## src/rtl/core/assert_macros.svh

```systemverilog
// assert_macros.svh: assertion macros used by palette_duplicate_color_nudger
// expects clk_i and the active-low rst_ni in the scope of each use
`ifndef ASSERT_MACROS_SVH
`define ASSERT_MACROS_SVH

// property must hold at every clock edge outside reset
`define ASSERT_CLK(lbl, prop, msg) \
  lbl: assert property (@(posedge clk_i) disable iff (!rst_ni) (prop)) else $error(msg);

// expression must never be true outside reset
`define ASSERT_NEVER(lbl, expr, msg) \
  lbl: assert property (@(posedge clk_i) disable iff (!rst_ni) !(expr)) else $error(msg);

`endif

```

## src/rtl/core/pdcn_pkg.sv

```systemverilog
// pdcn_pkg: widths, constants, sequencer states and shared types of the
// palette duplicate color nudger; no dependencies
package pdcn_pkg;

  localparam int unsigned RGB_W       = 24;
  localparam int unsigned CH_W        = 8;
  localparam int unsigned CH_N        = 3;
  localparam int unsigned NUDGE_W     = 8;
  localparam int unsigned IDX_OUT_W   = 4;
  localparam int unsigned ENTRIES_DEF = 16;

  localparam logic [NUDGE_W-1:0] NUDGE_INIT = NUDGE_W'(1);

  // sequencer states
  typedef enum logic [2:0] {
    ST_LOAD,
    ST_START,
    ST_REF_LAT,
    ST_CMP,
    ST_EMIT
  } pdcn_state_e;

  // result of the shared compare and nudge unit
  typedef struct packed {
    logic             hit;
    logic [RGB_W-1:0] rgb;
  } pdcn_nudge_res_t;

endpackage

```

## src/rtl/core/pdcn_ram.sv

```systemverilog
// pdcn_ram: generic single-write, single-read RAM with registered read data
// no package dependency
module pdcn_ram #(
  parameter int unsigned WIDTH = 24,
  parameter int unsigned DEPTH = 16
) (
  input  logic                     clk_i,
  input  logic                     we_i,
  input  logic [$clog2(DEPTH)-1:0] waddr_i,
  input  logic [WIDTH-1:0]         wdata_i,
  input  logic                     re_i,
  input  logic [$clog2(DEPTH)-1:0] raddr_i,
  output logic [WIDTH-1:0]         rdata_o
);

  logic [WIDTH-1:0] mem_q [DEPTH];
  logic [WIDTH-1:0] rdata_q;

  // write port
  always_ff @(posedge clk_i) begin
    if (we_i) begin
      mem_q[waddr_i] <= wdata_i;
    end
  end

  // registered read port, holds when not enabled
  always_ff @(posedge clk_i) begin
    if (re_i) begin
      rdata_q <= mem_q[raddr_i];
    end
  end

  assign rdata_o = rdata_q;

endmodule

```

## src/rtl/core/pdcn_nudge.sv

```systemverilog
// pdcn_nudge: shared unit that compares a candidate entry with the reference
// color and forms the nudged color; uses pdcn_pkg
module pdcn_nudge (
  input  logic [pdcn_pkg::RGB_W-1:0]   ref_rgb_i,
  input  logic [pdcn_pkg::RGB_W-1:0]   cand_rgb_i,
  input  logic [pdcn_pkg::NUDGE_W-1:0] amount_i,
  output pdcn_pkg::pdcn_nudge_res_t    res_o
);
  import pdcn_pkg::*;

  // per channel: step up, or step down when the step up would carry out
  always_comb begin
    logic [CH_W:0]   sum;
    logic [CH_W-1:0] ch;
    res_o.hit = (cand_rgb_i == ref_rgb_i);
    res_o.rgb = cand_rgb_i;
    for (int c = 0; c < CH_N; c++) begin
      ch  = cand_rgb_i[c*CH_W +: CH_W];
      sum = {1'b0, ch} + {1'b0, amount_i};
      if (sum[CH_W]) begin
        res_o.rgb[c*CH_W +: CH_W] = ch - amount_i;
      end else begin
        res_o.rgb[c*CH_W +: CH_W] = sum[CH_W-1:0];
      end
    end
  end

endmodule

```

## src/rtl/core/palette_duplicate_color_nudger.sv

```systemverilog
// palette_duplicate_color_nudger: top level with sequencer, palette RAM and
// shared compare/nudge unit; uses pdcn_pkg, pdcn_ram, pdcn_nudge, assert_macros.svh
//
//  channel | signals                                  | handshake
//  --------+------------------------------------------+----------------------------
//  input   | color_rgb_i                              | in_valid_i / in_stall_o
//  output  | out_rgb_o, entry_index_o, last_entry_o   | out_valid_o / out_stall_i
//
//  loading takes one cycle per entry; the input is stalled outside loading
//  the pair walk runs through the one RAM read port and the compare/nudge unit: a start
//  state, then per outer entry a reference read and one compare per later entry
//  emitting gives one entry per cycle while out_stall_i is low
//  after reset the block is loading, palette contents undefined until written
`include "assert_macros.svh"

module palette_duplicate_color_nudger #(
  parameter int unsigned ENTRIES = pdcn_pkg::ENTRIES_DEF
) (
  input  logic                           clk_i,
  input  logic                           rst_ni,
  input  logic                           in_valid_i,
  output logic                           in_stall_o,
  input  logic [pdcn_pkg::RGB_W-1:0]     color_rgb_i,
  output logic                           out_valid_o,
  input  logic                           out_stall_i,
  output logic [pdcn_pkg::RGB_W-1:0]     out_rgb_o,
  output logic [pdcn_pkg::IDX_OUT_W-1:0] entry_index_o,
  output logic                           last_entry_o
);
  import pdcn_pkg::*;

  localparam int unsigned IDX_W = $clog2(ENTRIES);
  localparam logic [IDX_W-1:0] LAST   = IDX_W'(ENTRIES - 1);
  localparam logic [IDX_W-1:0] LAST_F = IDX_W'(ENTRIES - 2);

  pdcn_state_e        state_q, state_d;
  logic [IDX_W-1:0]   load_cnt_q;
  logic [IDX_W-1:0]   f_q;
  logic [IDX_W-1:0]   g_q;
  logic [IDX_W-1:0]   e_q;
  logic [RGB_W-1:0]   ref_q;
  logic [NUDGE_W-1:0] nudge_q;

  logic               ram_we;
  logic [IDX_W-1:0]   ram_waddr;
  logic [RGB_W-1:0]   ram_wdata;
  logic               ram_re;
  logic [IDX_W-1:0]   ram_raddr;
  logic [RGB_W-1:0]   ram_rdata;

  pdcn_nudge_res_t    nres;

  logic in_acc;
  logic out_acc;

  assign in_acc  = in_valid_i && !in_stall_o;
  assign out_acc = out_valid_o && !out_stall_i;

  // palette store
  pdcn_ram #(
    .WIDTH (RGB_W),
    .DEPTH (ENTRIES)
  ) u_ram (
    .clk_i   (clk_i),
    .we_i    (ram_we),
    .waddr_i (ram_waddr),
    .wdata_i (ram_wdata),
    .re_i    (ram_re),
    .raddr_i (ram_raddr),
    .rdata_o (ram_rdata)
  );

  // shared compare and nudge unit
  pdcn_nudge u_nudge (
    .ref_rgb_i  (ref_q),
    .cand_rgb_i (ram_rdata),
    .amount_i   (nudge_q),
    .res_o      (nres)
  );

  // next state
  always_comb begin
    state_d = state_q;
    case (state_q)
      ST_LOAD: begin
        if (in_acc && load_cnt_q == LAST) begin
          state_d = ST_START;
        end
      end
      ST_START:   state_d = ST_REF_LAT;
      ST_REF_LAT: state_d = ST_CMP;
      ST_CMP: begin
        if (g_q == LAST) begin
          state_d = (f_q == LAST_F) ? ST_EMIT : ST_REF_LAT;
        end
      end
      ST_EMIT: begin
        if (out_acc && e_q == LAST) begin
          state_d = ST_LOAD;
        end
      end
      default: state_d = ST_LOAD;
    endcase
  end

  // RAM port control and handshake outputs
  always_comb begin
    ram_we    = 1'b0;
    ram_waddr = load_cnt_q;
    ram_wdata = color_rgb_i;
    ram_re    = 1'b0;
    ram_raddr = f_q;
    case (state_q)
      ST_LOAD: begin
        ram_we = in_valid_i;
      end
      ST_START: begin
        ram_re    = 1'b1;
        ram_raddr = '0;
      end
      ST_REF_LAT: begin
        ram_re    = 1'b1;
        ram_raddr = f_q + IDX_W'(1);
      end
      ST_CMP: begin
        ram_we    = nres.hit;
        ram_waddr = g_q;
        ram_wdata = nres.rgb;
        ram_re    = 1'b1;
        if (g_q != LAST) begin
          ram_raddr = g_q + IDX_W'(1);
        end else if (f_q != LAST_F) begin
          ram_raddr = f_q + IDX_W'(1);
        end else begin
          ram_raddr = '0;
        end
      end
      ST_EMIT: begin
        ram_re    = !out_stall_i && (e_q != LAST);
        ram_raddr = e_q + IDX_W'(1);
      end
      default: ;
    endcase
  end

  assign in_stall_o    = (state_q != ST_LOAD);
  assign out_valid_o   = (state_q == ST_EMIT);
  assign out_rgb_o     = ram_rdata;
  assign entry_index_o = IDX_OUT_W'(e_q);
  assign last_entry_o  = (e_q == LAST);

  // state and counters
  always_ff @(posedge clk_i or negedge rst_ni) begin
    if (!rst_ni) begin
      state_q    <= ST_LOAD;
      load_cnt_q <= '0;
      f_q        <= '0;
      g_q        <= '0;
      e_q        <= '0;
      nudge_q    <= NUDGE_INIT;
    end else begin
      state_q <= state_d;
      case (state_q)
        ST_LOAD: begin
          if (in_acc) begin
            if (load_cnt_q == LAST) begin
              load_cnt_q <= '0;
              nudge_q    <= NUDGE_INIT;
              f_q        <= '0;
            end else begin
              load_cnt_q <= load_cnt_q + IDX_W'(1);
            end
          end
        end
        ST_REF_LAT: begin
          g_q <= f_q + IDX_W'(1);
        end
        ST_CMP: begin
          if (nres.hit) begin
            nudge_q <= nudge_q + NUDGE_W'(1);
          end
          if (g_q != LAST) begin
            g_q <= g_q + IDX_W'(1);
          end else if (f_q != LAST_F) begin
            f_q <= f_q + IDX_W'(1);
          end else begin
            e_q <= '0;
          end
        end
        ST_EMIT: begin
          if (out_acc && e_q != LAST) begin
            e_q <= e_q + IDX_W'(1);
          end
        end
        default: ;
      endcase
    end
  end

  // reference color of the current outer pass
  always_ff @(posedge clk_i) begin
    if (state_q == ST_REF_LAT) begin
      ref_q <= ram_rdata;
    end
  end

  // checks
  `ASSERT_NEVER(a_no_load_while_emit, out_valid_o && !in_stall_o,
                "input accepted while results are pending")
  `ASSERT_CLK(a_build_after_load, in_acc && load_cnt_q == LAST |=> state_q == ST_START,
              "pair walk did not start after the final entry")
  `ASSERT_CLK(a_nudge_restart, state_q == ST_START |-> nudge_q == NUDGE_INIT,
              "nudge amount not restarted for a new walk")
  `ASSERT_CLK(a_pair_order, state_q == ST_CMP |-> g_q > f_q,
              "inner index not above outer index")
  `ASSERT_CLK(a_reload_after_last, out_acc && last_entry_o |=> !in_stall_o,
              "block not ready after the final entry was taken")

endmodule
```

## config.mk

```make
export PLATFORM = sky130hd
export DESIGN_NAME = palette_duplicate_color_nudger
export DESIGN_NICKNAME = d
export VERILOG_FILES = /design/src/rtl/core/pdcn_pkg.sv /design/src/rtl/core/pdcn_ram.sv /design/src/rtl/core/pdcn_nudge.sv /design/src/rtl/core/palette_duplicate_color_nudger.sv
export VERILOG_INCLUDE_DIRS = /design/src /design/src/rtl/core
export SDC_FILE = /design/constraint.sdc
export NUM_CORES = 1
export LEC_CHECK = 0
export ABC_AREA = 1
export BUFFER_PORTS_ARGS = -buffer_cell sky130_fd_sc_hd__buf_2
export CAP_MARGIN = 20
export CORE_ASPECT_RATIO = 0.6
export CORE_UTILIZATION = 31
export CTS_CLUSTER_DIAMETER = 50
export DETAILED_ROUTE_END_ITERATION = 8
export PLACE_DENSITY = 0.47
export SYNTH_ARGS = -nofsm -noshare
export SYNTH_HDL_FRONTEND = slang
export SYNTH_HIERARCHICAL = 1
export SYNTH_SLANG_ARGS = --single-unit
```

## constraint.sdc

```tcl
create_clock -name clk_i -period 3.5 [get_ports clk_i]
set_input_delay 0.35 -clock clk_i [delete_from_list [all_inputs] [get_ports clk_i]]
set_output_delay 0.35 -clock clk_i [all_outputs]
set_load 0.01 [all_outputs]
```

Yosys cells after proc, flatten, opt, wreduce, memory -nomap -nowiden
Memories as Yosys holds them, arrays and structs flattened. A register that Yosys moved wholly into a read port is not among the register bits. Cells that the tools add are included.

Register bits: 51. Bits in writable memories: 384. Input port bits: 28. Output and inout bits: 31. Logic and storage cells: 95. Memories kept: 1.

Add/sub/neg operators: 11. Equal/unequal tests: 23. Multiplexer cells: 33. Reduce and logical (&&, ||, !) cells: 20.

Memories: u_ram.mem_q (depth 16, bits a word 24, rd ports 1, clocked after memory_dff 1, wr ports 1, line pdcn_ram.sv:16) `logic [WIDTH-1:0] mem_q [DEPTH];`.

Operator list (count): $mux W4 (12); $mux W8 (6); $add A8 B8 Y9 (3); $eq A24 B24 Y1 (1); $mux W24 (1); $pmux W4 S2 (3); $sub A8 B8 Y8 (3); $ne A2 B2 Y1 const B (9); $add A4 B1 Y4 const B (4); $eq A4 B4 Y1 const B (4); $pmux W4 S4 (1); $pmux W8 S2 (1); $pmux W3 S5 (1); $mux W3 (4); $ne A4 B4 Y1 const B (3); $add A8 B1 Y8 const B (1); $reduce_and A4 Y1 (2); $eq A3 B2 Y1 const B (2); $logic_and A1 B1 Y1 (6); $reduce_bool A2 Y1 (3); $reduce_and A5 Y1 (1); $ne A2 B1 Y1 const B (2); $pmux W1 S2 (2); $reduce_and A2 Y1 (2); 8 further kinds (10).

Longest topological paths before layout
Word-level depth: 6. Mapped depth: 16. Mapped depth without buffers: 14.

By module
The synthesis kept the hierarchy.

By module, submodules not included: pdcn_ram (instances 1, cells each 1597, area an instance 17191.5 um2, seq. area each 12251.8 um2); palette_duplicate_color_nudger (instances 1, cells each 337, area an instance 2802.7 um2, seq. area each 1397.6 um2); pdcn_nudge (instances 1, cells each 469, area an instance 2702.6 um2, seq. area each 0.0 um2).

Worst setup path after synthesis
No wires, ideal clock.

Path kind: reg-to-reg. Start point: register e_q[0] (netlist: entry_index_o[0]). End point: register u_ram.rdata_q[0] (netlist: u_ram/rdata_o[0]) (read register of u_ram.mem_q) (enable). Library setup time: 0.442 ns. Arrival: 2.737 ns. Path slack: 0.321 ns. Stages on the path, launching flop included: 5. Path buffers: 0. Clock period less this slack: 3.179 ns. Path through: dfrtp_1 > ha_1 > nand2_1 > nor2_1 > o31ai_1.

Longest elaborated chain between the ends: 3.

RTL lines: start: declaration (line palette_duplicate_color_nudger.sv:40) `logic [IDX_W-1:0] e_q;`; start signal: assignment (line palette_duplicate_color_nudger.sv:192) `e_q <= e_q + IDX_W'(1);`; $ne A4 B4 Y1 (line palette_duplicate_color_nudger.sv:139) `ram_re = !out_stall_i && (e_q != LAST);`; $logic_and A1 B1 Y1 (line palette_duplicate_color_nudger.sv:139); $pmux W1 S2 (line palette_duplicate_color_nudger.sv:113) `case (state_q)`; named net ram_re (line palette_duplicate_color_nudger.sv:47) `logic ram_re;`; end: declaration (line pdcn_ram.sv:17) `logic [WIDTH-1:0] rdata_q;`.

The timed path passes the listed nets, and every way through them passes these cells. A chain may end at the register's enable or synchronous reset.

==> flow_metrics.py <==
metrics = {
    "run_status": {
        "outcome": "finished, final reports clean",
    },
    "worst_hold_path": {
        "hold_path.startpoint": "in_valid_i",
        "hold_path.class": "primary input to flip-flop",
        "min_path_cells": 3,
        "holdPathEnd": "load_cnt_q[2]$_DFFE_PN0P_",
    },
    "sta": {
        "timing_max_transition_violations_final": 0,
        "worst_slew_pin_slew_ns": 0.795,
        "achievable-frequency_ghz": 0.303,
        "grt_setup_unrepaired": "no",
        "fin_crit_sh": 0.942,
        "setup_tns_ns": 0,
        "finalWorstSetupSlack_ns": 0.204,
        "setup_viol": 0,
        "finalCriticalPeriod_ns": 3.30,
        "worst_slew_margin_rel": 0.469,
        "fin_worst_hold_slack_ns": 0.0893,
        "maximum_clock_skew_at_final_layout_ns": 0.0191,
        "timing.final.hold_violations": 0,
    },
    "critical_path": {
        "crit_path_frequent_cell": "sky130_fd_sc_hd__nand2_1",
        "crit_type": "flip-flop to flip-flop",
        "regToRegEndpoint": "u_ram/mem_q[13][5]$_DFFE_PP_",
        "cp_slowest_stage_delay_ns": 0.73,
        "worstSetupStartpointType": "flip-flop",
        "reg2reg_slack_ns": 0.20,
        "worst-r2r-cell-count": 12,
        "path_buf_inv": 2,
        "cpMaxStageDelayCell": "sky130_fd_sc_hd__dfstp_2",
        "path_delay_family": "simple AND/OR/NAND/NOR gates",
        "cp_data_required_time_ns": 3.67,
        "crit_path_end_kind": "flip-flop",
        "cp.arrival_ns": 3.47,
        "path_max_fanout": 16,
        "reg2reg_from": "nudge_q[0]$_DFFE_PN1P_",
        "critical_path.cell_chain": "ha_1, inv_1, fa_1, o21ai_0, and2_4, nand2_4, nand2_4, inv_4, nand2_1, nand2_1, nand2_1, nand2_1",
    },
    "route": {
        "avgViaCountPerCell": 4.63,
        "route.vias.total": 16200,
        "drt_iter0_markers": 1338,
        "ant_nets": 0,
        "detail_route.wirelength_um": 62300,
        "remaining_drc_errors": 0,
        "wl_per_cell_um": 17.8,
        "firstDrtPassIters": 5,
    },
    "clocking": {
        "clk_pin_slew_ns": 0.07,
        "ctsLongestPathBuffers": 3,
        "cts_tree": "built",
        "clock_sink_count": 459,
        "worstSkewPairLatency_ns": 0.58,
        "cts_max_level": 2,
        "cts_post_setup_buffers_inserted": 0,
        "cts-buffers-inserted": 44,
        "clock_tree.root_cell": "sky130_fd_sc_hd__clkbuf_16",
    },
    "die": {
        "die_width_um": 351,
        "total_i_o_pin_count": 59,
        "row_count": 76,
        "floorplan.initialDensity": 0.315,
        "die-area_sq_um": 74300,
        "core_area_sq_um": 72100,
        "die-height_um": 212,
    },
    "global_route": {
        "grt_start_max_net_pins": 97,
        "grt_antenna_before_repair": 0,
        "grtUsageTotal": 0.169,
        "grt_pass1_vias": 15500,
        "globalRoute.totalOverflow": 0,
        "grt_first_pass_wirelength_um": 94900,
    },
    "cells_and_area": {
        "antennaDiodeCount": 0,
        "fin_nets": 2580,
        "final_layout_size_suffix_gt1_frac": 0.105,
        "final_area_sq_um": 26200,
        "layout-area-overhead-vs-synth_pct": 15.6,
        "final_cell_mix": "sky130_fd_sc_hd__nand2_1 (817), sky130_fd_sc_hd__edfxtp_1 (432), sky130_fd_sc_hd__inv_1 (375)",
        "most_common_cell_after_layout_fill_and_taps_aside": "sky130_fd_sc_hd__nand2_1",
    },
    "logic_synthesis": {
        "mappedNetlistArea_sq_um": 22700,
        "synth-seq-cells": 459,
        "yosysWarnings": 6,
        "sequential_area_share_after_synthesis": 0.601,
        "synth_cell_types": 42,
        "synthesis.instances": 2403,
        "syn-mean-instance-area_sq_um": 9.45,
        "mapped_nets": 2491,
    },
    "placed_design": {
        "placed_cell_area_sq_um": 24800,
        "dpl_worst_slack_ns": 0.0781,
        "count_of_port_buffers_added_during_placement": 58,
        "dpl.hpwl_um": 41800,
        "gp_congestion": 0.871,
    },
    "power": {
        "total_power_draw_mw": 22.4,
        "cellLeakagePower_nw": 11.5,
        "cellPowerDensity_nw_per_um2": 855,
        "irDropWorstVdd_mv": 0.711,
    },
    "run": {
        "cap_violations": 0,
    },
}
## synth_stat cells
library cell	n	area [sq um]
sky130_fd_sc_hd__a31oi_1	1	6.26
sky130_fd_sc_hd__fa_1	6	120
sky130_fd_sc_hd__o21ai_0	29	145
sky130_fd_sc_hd__nand2_2	3	18.8
sky130_fd_sc_hd__o21ai_1	15	75.1
sky130_fd_sc_hd__buf_4	19	143
sky130_fd_sc_hd__nand3b_1	11	82.6
sky130_fd_sc_hd__mux2_2	1	11.3
sky130_fd_sc_hd__ha_1	54	676
sky130_fd_sc_hd__nor2_8	2	40.0
sky130_fd_sc_hd__o31ai_1	2	15.0
sky130_fd_sc_hd__nand3_2	3	30.0
sky130_fd_sc_hd__buf_1	8	30.0
sky130_fd_sc_hd__nand3_1	335	1680
sky130_fd_sc_hd__buf_2	51	255
sky130_fd_sc_hd__dfstp_2	1	26.3
sky130_fd_sc_hd__a21oi_1	26	130
sky130_fd_sc_hd__or2_1	3	18.8
sky130_fd_sc_hd__o21bai_1	1	7.51
sky130_fd_sc_hd__nand2_4	8	90.1
sky130_fd_sc_hd__nor3_1	5	25.0
sky130_fd_sc_hd__buf_6	1	11.3
sky130_fd_sc_hd__inv_1	376	1410
sky130_fd_sc_hd__and2_4	3	26.3
sky130_fd_sc_hd__xor2_1	29	254
sky130_fd_sc_hd__nor2_2	2	12.5
sky130_fd_sc_hd__nor2_4	2	22.5
sky130_fd_sc_hd__o211ai_1	1	7.51
sky130_fd_sc_hd__xnor2_1	17	149
sky130_fd_sc_hd__inv_4	2	12.5
sky130_fd_sc_hd__edfxtp_1	432	13000
sky130_fd_sc_hd__o211ai_2	1	12.5
sky130_fd_sc_hd__nand2_1	819	3070
sky130_fd_sc_hd__clkbuf_2	1	5.00
sky130_fd_sc_hd__clkbuf_1	12	45.0
sky130_fd_sc_hd__nor2_1	63	236
sky130_fd_sc_hd__clkinv_4	1	8.76
sky130_fd_sc_hd__o21a_1	1	7.51
sky130_fd_sc_hd__nand4_1	8	50.1
sky130_fd_sc_hd__dfrtp_1	26	651
sky130_fd_sc_hd__or2_2	9	56.3
sky130_fd_sc_hd__inv_2	13	48.8
## per-layer routing
layer  part of all wire  vias to the layer above  GRT usage  wire (um)
li1                   -                     7909          -          -
met1               0.53                     7809      0.271      32800
met2               0.41                      413      0.239      25400
met3              0.051                       68     0.0231       3180
met4              0.015                        0     0.0285        913
met5                  0                        -          0          0
## worst max-delay path by stage
stage                            startpoint                           end  depth (start not counted)
2_1_floorplan  entry_index_o[0]$_DFFE_PN0P_    u_ram/rdata_o[0]$_DFFE_PP_                          4
3_3_place_gp         nudge_q[0]$_DFFE_PN1P_   u_ram/mem_q[5][6]$_DFFE_PP_                         12
3_5_place_dp         nudge_q[0]$_DFFE_PN1P_   u_ram/mem_q[5][6]$_DFFE_PP_                         12
4_1_cts              nudge_q[0]$_DFFE_PN1P_  u_ram/mem_q[14][6]$_DFFE_PP_                         12
5_1_grt              nudge_q[0]$_DFFE_PN1P_  u_ram/mem_q[13][5]$_DFFE_PP_                         12
6_report             nudge_q[0]$_DFFE_PN1P_  u_ram/mem_q[13][5]$_DFFE_PP_                         12
## logic make-up (layout without fill, tap and decap cells)
| logic type | after synthesis | after routing | synth area share |
|---|---|---|---|
| and+or+nand+nor | 1276 | 1276 | 0.241 |
| buffers and inverters | 484 | 607 | 0.0868 |
| DFF | 459 | 459 | 0.601 |
| AOI/OAI and AO/OA | 77 | 77 | 0.0179 |
| adders and majority gates | 60 | 60 | 0.0351 |
| xor gates and xnor gates | 46 | 46 | 0.0178 |
| muxes | 1 | 1 | 0.000496 |
## power breakdown
| part | internal [mW] | switching [mW] | total, mW | leakage [nW] |
|---|---|---|---|---|
| Clock | 2.67 | 2.14 | 4.81 | 0.684 |
| Sequential | 6.58 | 0.319 | 6.90 | 4.21 |
| Combinational | 3.43 | 7.30 | 10.7 | 6.63 |
## state kept, by name, indices dropped and copies added, names as in the netlist
signal,count
state_q,3
nudge_q,8
u_ram/mem_q,384
u_ram/rdata_o,24
f_q,4
load_cnt_q,4
entry_index_o,4
ref_q,24
g_q,4
## through the flow
step	cells	utilization
2_1_floorplan	2403	-
3_3_place_gp	3420	0.344
3_5_place_dp	3420	0.344
4_1_cts	3501	0.364
5_1_grt	3501	0.364
6_report	3501	0.364
## worst min-delay path, stage by stage
cell                      delay [ns]
sky130_fd_sc_hd__buf_2          0.12
sky130_fd_sc_hd__nand3_1        0.09
sky130_fd_sc_hd__xnor2_1        0.07
## area by class of cell
type	instances	area (sq um)
fill	7357	45800
sequential	459	13600
multi-input combinational	1460	7230
inverter	392	1490
timing repair buffer	135	1250
tap	975	1220
clock buffer	57	1170
clock inverter	23	231
## timing repair
| item | 4_1_cts | 5_1_grt |
|---|---|---|
| hold buffers | 1 | 0 |
| endpoints found under the setup margin | 0 | 20 |
| hold endpoints to repair | 26 | 0 |
| resized for setup | 0 | 2 |
No activity file was read; power rests on OpenSTA's default activity.
